**src/design/ntl_pkg.sv**
```systemverilog
package ntl_pkg;

  localparam int TABLE_ENTRIES_DEF = 33;
  localparam int ADC_BITS_DEF      = 12;
  localparam int TAB_IW            = 6;
  localparam int TAB_W             = 18;
  localparam int IDX_W             = 6;
  localparam int RES_W             = 32;
  localparam int TEMP_W            = 24;
  localparam int SER_W             = 16;
  localparam int OUT_DATA_W        = 64;

  localparam logic [SER_W-1:0] SERIES_RESET = 16'd5080;
  localparam logic [31:0]      STEP_TEMP    = 32'd327680;
  localparam logic [31:0]      BASE_TEMP    = 32'hFFD80000;
  localparam logic [31:0]      R_OFFSET     = 32'h00010000;

  typedef enum logic [3:0] {
    OP_NONE,
    OP_LOAD,
    OP_DIV_R,
    OP_RES,
    OP_SEARCH,
    OP_DIFF,
    OP_DIV_S,
    OP_MUL_T,
    OP_OUT
  } dp_op_t;

  typedef struct packed {
    dp_op_t op;
  } dp_cmd_t;

  typedef struct packed {
    logic count_zero;
    logic div_done;
    logic search_done;
    logic in_range;
    logic diff_zero;
  } dp_stat_t;

  function automatic logic [TAB_W-1:0] table_res(input logic [TAB_IW-1:0] i);
    logic [TAB_W-1:0] v;
    case (i)
      6'd0:  v = 18'd195652;
      6'd1:  v = 18'd148171;
      6'd2:  v = 18'd113347;
      6'd3:  v = 18'd87559;
      6'd4:  v = 18'd68237;
      6'd5:  v = 18'd53650;
      6'd6:  v = 18'd42506;
      6'd7:  v = 18'd33892;
      6'd8:  v = 18'd27219;
      6'd9:  v = 18'd22021;
      6'd10: v = 18'd17926;
      6'd11: v = 18'd14674;
      6'd12: v = 18'd12081;
      6'd13: v = 18'd10000;
      6'd14: v = 18'd8315;
      6'd15: v = 18'd6948;
      6'd16: v = 18'd5834;
      6'd17: v = 18'd4917;
      6'd18: v = 18'd4161;
      6'd19: v = 18'd3535;
      6'd20: v = 18'd3014;
      6'd21: v = 18'd2586;
      6'd22: v = 18'd2228;
      6'd23: v = 18'd1925;
      6'd24: v = 18'd1669;
      6'd25: v = 18'd1452;
      6'd26: v = 18'd1268;
      6'd27: v = 18'd1110;
      6'd28: v = 18'd974;
      6'd29: v = 18'd858;
      6'd30: v = 18'd758;
      6'd31: v = 18'd671;
      6'd32: v = 18'd596;
      default: v = '0;
    endcase
    return v;
  endfunction

endpackage

```
**src/design/ntl_div.sv**
```systemverilog
module ntl_div
  import ntl_pkg::*;
#(
  parameter int NW = ADC_BITS_DEF + 17
) (
  input  logic          clk,
  input  logic          rst_n,
  input  logic          start,
  input  logic [NW-1:0] num,
  input  logic [31:0]   den,
  output logic          done,
  output logic [31:0]   quot
);

  localparam int CNTW = $clog2(NW);

  logic [31:0]     q_r, q_nxt;
  logic [32:0]     rem_r, rem_nxt;
  logic [NW-1:0]   num_r, num_nxt;
  logic [31:0]     den_r, den_nxt;
  logic [CNTW-1:0] cnt_r, cnt_nxt;
  logic            busy_r, busy_nxt;
  logic            done_r, done_nxt;
  logic [32:0]     trial;

  always_comb begin
    q_nxt    = q_r;
    rem_nxt  = rem_r;
    num_nxt  = num_r;
    den_nxt  = den_r;
    cnt_nxt  = cnt_r;
    busy_nxt = busy_r;
    done_nxt = 1'b0;
    trial    = {rem_r[31:0], num_r[NW-1]};
    if (start) begin
      q_nxt    = '0;
      rem_nxt  = '0;
      num_nxt  = num;
      den_nxt  = den;
      cnt_nxt  = '0;
      busy_nxt = 1'b1;
    end else if (busy_r) begin
      num_nxt = {num_r[NW-2:0], 1'b0};
      if (trial >= {1'b0, den_r}) begin
        rem_nxt = trial - {1'b0, den_r};
        q_nxt   = {q_r[30:0], 1'b1};
      end else begin
        rem_nxt = trial;
        q_nxt   = {q_r[30:0], 1'b0};
      end
      if (cnt_r == CNTW'(NW - 1)) begin
        busy_nxt = 1'b0;
        done_nxt = 1'b1;
      end else begin
        cnt_nxt = cnt_r + 1'b1;
      end
    end
  end

  always_ff @(posedge clk) begin
    if (!rst_n) begin
      busy_r <= 1'b0;
      done_r <= 1'b0;
      cnt_r  <= '0;
    end else begin
      busy_r <= busy_nxt;
      done_r <= done_nxt;
      cnt_r  <= cnt_nxt;
    end
    q_r   <= q_nxt;
    rem_r <= rem_nxt;
    num_r <= num_nxt;
    den_r <= den_nxt;
  end

  assign done = done_r;
  assign quot = q_r;

endmodule

```
**src/design/ntl_datapath.sv**
```systemverilog
module ntl_datapath
  import ntl_pkg::*;
#(
  parameter int TABLE_ENTRIES = TABLE_ENTRIES_DEF,
  parameter int ADC_BITS      = ADC_BITS_DEF
) (
  input  logic                  clk,
  input  logic                  rst_n,
  input  dp_cmd_t               cmd,
  output dp_stat_t              stat,
  input  logic [ADC_BITS-1:0]   adc_counts,
  input  logic                  cfg_wr_en,
  input  logic [SER_W-1:0]      cfg_wr_data,
  output logic [RES_W-1:0]      resistance_ohms,
  output logic [IDX_W-1:0]      table_index,
  output logic                  in_range,
  output logic [TEMP_W-1:0]     temperature
);

  localparam int NW = ADC_BITS + 17;
  localparam int CW = $clog2(TABLE_ENTRIES + 1);

  logic [SER_W-1:0]    series_r;
  logic [ADC_BITS-1:0] cnt_r;
  logic [15:0]         res_r;
  logic [CW-1:0]       idx_r;
  logic [TAB_W-1:0]    diff_r;
  logic [31:0]         hr_r;
  logic [31:0]         mt_r;
  logic [RES_W-1:0]    ores_r;
  logic [IDX_W-1:0]    oidx_r;
  logic                oinr_r;
  logic [TEMP_W-1:0]   otemp_r;

  logic                div_start;
  logic [NW-1:0]       div_num;
  logic [31:0]         div_den;
  logic                div_done;
  logic [31:0]         quot;
  logic [31:0]         rq;
  logic [31:0]         prod;
  logic [TAB_W-1:0]    t_cur;
  logic [TAB_W-1:0]    t_prev;
  logic [CW-1:0]       idx_m1;
  logic                cont;
  logic                inr;
  logic [31:0]         slope;
  logic [31:0]         sum;

  assign div_start = (cmd.op == OP_DIV_R) || (cmd.op == OP_DIV_S);
  assign div_num   = (cmd.op == OP_DIV_S) ? NW'(STEP_TEMP) : (NW'(1) << (ADC_BITS + 16));
  assign div_den   = (cmd.op == OP_DIV_S) ? 32'(diff_r) : 32'(cnt_r);

  ntl_div #(.NW(NW)) u_div (
    .clk   (clk),
    .rst_n (rst_n),
    .start (div_start),
    .num   (div_num),
    .den   (div_den),
    .done  (div_done),
    .quot  (quot)
  );

  assign rq     = quot - R_OFFSET;
  assign prod   = rq * 32'(series_r);
  assign idx_m1 = idx_r - 1'b1;
  assign t_cur  = table_res(TAB_IW'(idx_r));
  assign t_prev = table_res(TAB_IW'(idx_m1));
  assign cont   = (idx_r < CW'(TABLE_ENTRIES)) && (t_cur >= TAB_W'(res_r));
  assign inr    = (idx_r >= CW'(1)) && (idx_r < CW'(TABLE_ENTRIES));
  assign slope  = (diff_r == '0) ? 32'd0 : quot;
  assign sum    = mt_r + BASE_TEMP + STEP_TEMP * 32'(idx_m1);

  always_ff @(posedge clk) begin
    if (!rst_n) begin
      series_r <= SERIES_RESET;
    end else if (cfg_wr_en) begin
      series_r <= cfg_wr_data;
    end
    case (cmd.op)
      OP_LOAD:   cnt_r <= adc_counts;
      OP_RES: begin
        res_r <= prod[31:16];
        idx_r <= '0;
      end
      OP_SEARCH: idx_r <= idx_r + 1'b1;
      OP_DIFF: begin
        diff_r <= t_prev - t_cur;
        hr_r   <= 32'(t_prev) - 32'(res_r);
      end
      OP_MUL_T:  mt_r <= slope * hr_r;
      OP_OUT: begin
        ores_r  <= RES_W'(res_r);
        oidx_r  <= IDX_W'(idx_r);
        oinr_r  <= inr;
        otemp_r <= inr ? sum[TEMP_W-1:0] : '0;
      end
      default: ;
    endcase
  end

  assign stat.count_zero  = (cnt_r == '0);
  assign stat.div_done    = div_done;
  assign stat.search_done = !cont;
  assign stat.in_range    = inr;
  assign stat.diff_zero   = (diff_r == '0);

  assign resistance_ohms = ores_r;
  assign table_index     = oidx_r;
  assign in_range        = oinr_r;
  assign temperature     = otemp_r;

endmodule

```
**src/design/ntl_ctrl.sv**
```systemverilog
module ntl_ctrl
  import ntl_pkg::*;
(
  input  logic     clk,
  input  logic     rst_n,
  input  logic     in_tvalid,
  output logic     in_tready,
  output logic     out_tvalid,
  input  logic     out_tready,
  input  dp_stat_t stat,
  output dp_cmd_t  cmd
);

  typedef enum logic [2:0] {
    S_IDLE,
    S_CHECK,
    S_DIVR,
    S_SEARCH,
    S_DIFF,
    S_DIVS,
    S_MUL,
    S_OUT
  } state_t;

  state_t state_r, state_nxt;
  logic   out_valid_r, out_valid_nxt;
  logic   out_free;

  assign out_free = !out_valid_r || out_tready;

  always_comb begin
    state_nxt     = state_r;
    out_valid_nxt = out_valid_r && !out_tready;
    cmd.op        = OP_NONE;
    unique case (state_r)
      S_IDLE: begin
        if (in_tvalid) begin
          cmd.op    = OP_LOAD;
          state_nxt = S_CHECK;
        end
      end
      S_CHECK: begin
        if (stat.count_zero) begin
          state_nxt = S_IDLE;
        end else begin
          cmd.op    = OP_DIV_R;
          state_nxt = S_DIVR;
        end
      end
      S_DIVR: begin
        if (stat.div_done) begin
          cmd.op    = OP_RES;
          state_nxt = S_SEARCH;
        end
      end
      S_SEARCH: begin
        if (!stat.search_done) begin
          cmd.op = OP_SEARCH;
        end else if (stat.in_range) begin
          cmd.op    = OP_DIFF;
          state_nxt = S_DIFF;
        end else begin
          state_nxt = S_OUT;
        end
      end
      S_DIFF: begin
        if (stat.diff_zero) begin
          state_nxt = S_MUL;
        end else begin
          cmd.op    = OP_DIV_S;
          state_nxt = S_DIVS;
        end
      end
      S_DIVS: begin
        if (stat.div_done) begin
          state_nxt = S_MUL;
        end
      end
      S_MUL: begin
        cmd.op    = OP_MUL_T;
        state_nxt = S_OUT;
      end
      S_OUT: begin
        if (out_free) begin
          cmd.op        = OP_OUT;
          out_valid_nxt = 1'b1;
          state_nxt     = S_IDLE;
        end
      end
      default: state_nxt = S_IDLE;
    endcase
  end

  always_ff @(posedge clk) begin
    if (!rst_n) begin
      state_r     <= S_IDLE;
      out_valid_r <= 1'b0;
    end else begin
      state_r     <= state_nxt;
      out_valid_r <= out_valid_nxt;
    end
  end

  assign in_tready  = (state_r == S_IDLE);
  assign out_tvalid = out_valid_r;

`ifndef SYNTHESIS
  a_accept_check: assert property (@(posedge clk) disable iff (!rst_n)
    (in_tvalid && in_tready) |=> (state_r == S_CHECK))
    else $error("accepted item did not move to count check");

  a_out_no_overwrite: assert property (@(posedge clk) disable iff (!rst_n)
    (cmd.op == OP_OUT) |-> (!out_valid_r || out_tready))
    else $error("output register overwritten while held");

  a_div_done_state: assert property (@(posedge clk) disable iff (!rst_n)
    stat.div_done |-> ((state_r == S_DIVR) || (state_r == S_DIVS)))
    else $error("divider finished outside a divide state");

  a_load_out_valid: assert property (@(posedge clk) disable iff (!rst_n)
    (cmd.op == OP_OUT) |=> out_tvalid)
    else $error("result loaded without valid");
`endif

endmodule

```
**src/design/ntc_thermistor_linearizer.sv**
```systemverilog
// channel   signals                    contents (lsb first)
// in        in_tvalid/tready/tdata     adc_counts
// out       out_tvalid/tready/tdata    resistance_ohms, table_index, temperature
//           out_tuser                  in_range
// cfg       cfg_wr_en/cfg_wr_data      series_ohms
//
// Zero count: no item out. Otherwise the result comes from the shared bit-serial divider
// (resistance, then slope) and the one-entry-a-cycle table search; out of range skips the
// slope divide.
// Synchronous active-low reset; series_ohms resets to 5080.
// A held output item does not block the next accept; the block waits only to load a new result.
module ntc_thermistor_linearizer
  import ntl_pkg::*;
#(
  parameter int TABLE_ENTRIES = TABLE_ENTRIES_DEF,
  parameter int ADC_BITS      = ADC_BITS_DEF,
  parameter int IN_DATA_W     = ((ADC_BITS + 7) / 8) * 8
) (
  input  logic                  clk,
  input  logic                  rst_n,
  input  logic                  in_tvalid,
  output logic                  in_tready,
  input  logic [IN_DATA_W-1:0]  in_tdata,   // adc_counts
  output logic                  out_tvalid,
  input  logic                  out_tready,
  output logic [OUT_DATA_W-1:0] out_tdata,  // resistance_ohms, table_index, temperature
  output logic                  out_tuser,  // in_range
  input  logic                  cfg_wr_en,
  input  logic [SER_W-1:0]      cfg_wr_data
);

  dp_cmd_t           cmd;
  dp_stat_t          stat;
  logic [RES_W-1:0]  resistance_ohms;
  logic [IDX_W-1:0]  table_index;
  logic [TEMP_W-1:0] temperature;

  ntl_ctrl u_ctrl (
    .clk        (clk),
    .rst_n      (rst_n),
    .in_tvalid  (in_tvalid),
    .in_tready  (in_tready),
    .out_tvalid (out_tvalid),
    .out_tready (out_tready),
    .stat       (stat),
    .cmd        (cmd)
  );

  ntl_datapath #(
    .TABLE_ENTRIES (TABLE_ENTRIES),
    .ADC_BITS      (ADC_BITS)
  ) u_dp (
    .clk             (clk),
    .rst_n           (rst_n),
    .cmd             (cmd),
    .stat            (stat),
    .adc_counts      (in_tdata[ADC_BITS-1:0]),
    .cfg_wr_en       (cfg_wr_en),
    .cfg_wr_data     (cfg_wr_data),
    .resistance_ohms (resistance_ohms),
    .table_index     (table_index),
    .in_range        (out_tuser),
    .temperature     (temperature)
  );

  assign out_tdata = {{(OUT_DATA_W - RES_W - IDX_W - TEMP_W){1'b0}},
                      temperature, table_index, resistance_ohms};

endmodule

```
**config.mk**
```make
export PLATFORM = sky130hd
export DESIGN_NAME = ntc_thermistor_linearizer
export DESIGN_NICKNAME = d
export VERILOG_FILES = /design/src/design/ntl_pkg.sv /design/src/design/ntl_div.sv /design/src/design/ntl_datapath.sv /design/src/design/ntl_ctrl.sv /design/src/design/ntc_thermistor_linearizer.sv
export SDC_FILE = /design/constraint.sdc
export NUM_CORES = 2
export LEC_CHECK = 0
export BUFFER_PORTS_ARGS = -buffer_cell sky130_fd_sc_hd__buf_4
export CAP_MARGIN = 15
export CORE_MARGIN = 1.5
export CORE_UTILIZATION = 51
export CTS_BUF_LIST = sky130_fd_sc_hd__clkbuf_16
export CTS_CLUSTER_SIZE = 40
export DETAILED_ROUTE_END_ITERATION = 8
export PLACE_DENSITY = 0.71
export SYNTH_ARGS = -nofsm -noshare
export SYNTH_HDL_FRONTEND = slang
export SYNTH_HIERARCHICAL = 1
export SYNTH_SLANG_ARGS = --single-unit
export TNS_END_PERCENT = 100
```
**constraint.sdc**
```tcl
create_clock -name clk -period 11.6 [get_ports clk]
set_input_delay 0 -clock clk [delete_from_list [all_inputs] [get_ports clk]]
set_output_delay 0 -clock clk [all_outputs]
set_load 0.01 [all_outputs]
```
==> key figures <==
Layout
  • Reg area: 8280 sq um
  • Layout area overhead: 9.00%
  • Area occupied by multi-input gates: 26000 sq um
  • Final Cell Area: 41100 sq um
  • Share of cells above drive strength 1: 6.99%
  • Fin nets: 4940
  • Fillers: 6438

Synth
  • Synth top area share: 27.7%
  • Simple-gate share of the synthesized area: 15.8%
  • Largest family of logic cells by synthesized area: adder cells
  • Synth async-reset ratio: 0%
  • Top_reg_cell synth: edfxtp_1
  • Xor/xnor share of the synthesized area: 4.54%
  • Synth warn: 6
  • Synthesized instance count: 4063
  • Post-synthesis mux area share: 3.11%
  • Synth Cell Area: 37700 sq um
  • Ranking of synthesized cells by area: fa_1 (28%), edfxtp_1 (16%), ha_1 (8.9%)
  • Sequential area share after synthesis: 22.0%
  • Most area-hungry cell type in the Yosys netlist: fa_1
  • Count leader, synth: inv_1
  • Mean Syn Cell Area: 9.28 sq um
  • #FFs+latches synth: 312
  • Post-Synth Adder-Cell Area: 36.5%
  • Most frequent cells after synthesis: inv_1 (712), fa_1 (521), nand2_1 (506)
  • Number of flops mapped to enable cells by yosys: 203
  • Distinct cells, synth: 88
  • Post-synthesis compound-gate area fraction: 8.25%

Worst setup path
  • CP cell instances: or4_1, or4_4, buf_4, and2_0, nand2_1, fa_1, fa_1, fa_1, fa_1, inv_1, fa_1, fa_1, inv_1, fa_1, inv_1, ha_1, nand4_1, o31a_1, a311oi_1, o21a_1, o21ai_0, nor2b_1, xnor2_1
  • R2R cell count: 23
  • R2r setup slk: 3.27 ns
  • Largest delay share family, worst path: adder cells
  • Worst EP arrival: 8.67 ns
  • RR Endpoint: u_dp/mt_r[21]
  • Critical path launch point type: flip-flop
  • Crit-path max FO: 90
  • Crit-path max cell delay: 0.71 ns
  • Worst Path Class, Setup: flip-flop to flip-flop
  • Cell mode on critical path: fa_1
  • Critical R2R Launch: u_dp/diff_r[3]
  • Req. time, crit path: 11.94 ns
  • Crit path max-delay cell type: or4_4
  • Worst Setup End Kind: flip-flop
  • Worst path bufs/invs: 4

Die
  • I/O pin total: 104
  • Core Region: 73100 sq um
  • Die ar.: 75600 sq um
  • Initial Util: 51.6%
  • Die H: 275 microns
  • Row cnt: 99
  • Die X: 275 microns

STA
  • RSZ-0062 raised after global routing: no
  • Clock Skew: 0.0181 ns
  • Final Hold Viols: 0
  • Final Max Slew Viols: 0
  • Tmin final: 8.33 ns
  • Final Hold Slack: 0.150 ns
  • Period utilisation layout: 71.8%
  • Slew Limit Headroom: 24.3%
  • Actual slew at the worst max-slew pin: 1.13 ns
  • Setup_tns: 0 ns
  • Final setup violation count: 0
  • Fmax: 120 MHz

Detailed routing
  • Final wirelength: 92900 microns
  • Antenna-violating nets left: 0
  • Vias/cell: 5.49
  • 1st-iter DRT viols: 2146
  • Vias: 28000
  • Wire length per cell: 18.2 microns
  • DRC: 14
  • First-pass DRT Iterations: 7

Clock tree
  • Post-CTS setup buffers: 0
  • CTS Buf Count: 39
  • Maximum clock path buffer count: 3
  • Later-pin clock latency in the skew report: 0.59 ns
  • CTS sink cnt: 312
  • CTS tree: done
  • Clock transition at path regs: 0.06 ns
  • Clk root buf: clkbuf_16
  • CTS H-tree lvls: 2

Global route
  • Largest net degree at the start of global routing: 91
  • First-pass GRT wire length: 152000 microns
  • Total GRT Usage: 25.4%
  • Initial antenna violation count: 1
  • Global route overflow: 0
  • Vias in the first global route: 28600

Run status
  • Failing checks: design-rule violations
  • Outcome: finished with violations

Worst hold path
  • Hold path endpoint: u_dp/cnt_r[11]
  • Hold path depth: 2
  • Hold path start: in_tdata[11]
  • Hold Path Class: input pin to flip-flop

Job
  • Max-capacitance violation count: 0

Placement
  • HPWL Detailed: 68500 microns
  • DP Area: 39100 sq um
  • RD Place Congestion: 0.904
  • PortBufs: 81
area by class of cell:
type	instances	share of cell area, %
Multi-Input combinational cell	2852	63.2
Sequential cell	312	20.1
Timing Repair Buffer	194	3.93
Clock inverter	33	0.898
Tap cell	959	2.92
Clock buffer	39	2.37
Antenna cell	1	0.00609
Inverter	716	6.54
layout by cell type, fill, tap and decap left out, types with 71 or more instances in the layout:
cell type and count:
buf_4 131, a21oi_1 128, and2_1 115, inv_1 719
dfxtp_1 108, edfxtp_1 203, xnor2_1 132, and3_1 182
o21ai_0 71, ha_1 267, fa_1 521, nand2_1 506
mux2i_1 71, nor2_1 194
how the worst max path moves through the flow:
stage	slack [ns]	end	cells after the start	from
2_1_floorplan	3.42	u_dp/in_range	14	u_dp/res_r[0]
3_3_place_gp	3.41	u_dp/mt_r[21]	23	u_dp/diff_r[3]
3_5_place_dp	3.34	u_dp/mt_r[21]	23	u_dp/diff_r[3]
4_1_cts	3.31	u_dp/mt_r[21]	23	u_dp/diff_r[3]
5_1_grt	2.92	u_dp/mt_r[23]	23	u_dp/diff_r[3]
6_report	3.27	u_dp/mt_r[21]	23	u_dp/diff_r[3]
metrics by stage:
| stage | cells | setup WS [ns] | util, % |
|---|---|---|---|
| after floorplan | 4119 | 3.42 | - |
| after global placement | 4970 | 3.41 | 53.5 |
| after detailed placement | 4970 | 3.34 | 53.5 |
| after CTS | 5105 | 3.31 | 56.2 |
| after global routing | 5106 | 2.92 | 56.2 |
| final | 5106 | 3.27 | 56.2 |
routing by layer:
metal | global-route usage (%) | vias up | routed length (microns)
met4 | 8.18 | 0 | 3010
met2 | 41.7 | 893 | 43900
li1 | - | 13000 | -
met1 | 34.8 | 13900 | 40500
met3 | 3.45 | 177 | 5480
met5 | 0 | - | 0
kinds of logic after synthesis:
family | Yosys count
AND/OR/NAND/NOR | 1238
adder cells (fa/ha/maj) | 788
XOR/XNOR | 192
flip-flops | 312
other | 2
multiplexers | 112
buffers and inverters | 955
AO/OA/AOI/OAI | 464
registers in the layout, indices dropped and copies added (netlist names), 12 cells and up:
signal                flops
u_dp/cnt_r               12
u_dp/diff_r              18
u_dp/hr_r                19
u_dp/mt_r                24
u_dp/res_r               16
u_dp/resistance_ohms     16
u_dp/series_r            16
u_dp/t_cur               18
u_dp/temperature         24
u_dp/u_div/den_r         32
u_dp/u_div/num_r         29
u_dp/u_div/quot          32
u_dp/u_div/rem_r         32
timing repair:
item	CTS	global route
resized for setup	0	0
endpoints found under the hold margin	39	0
hold buffers	63	0
setup endpoints to repair	0	0
Power is left out: the tool's default activity adds up to more than one toggle a clock period on the data nets, which glitch-free logic cannot reach.
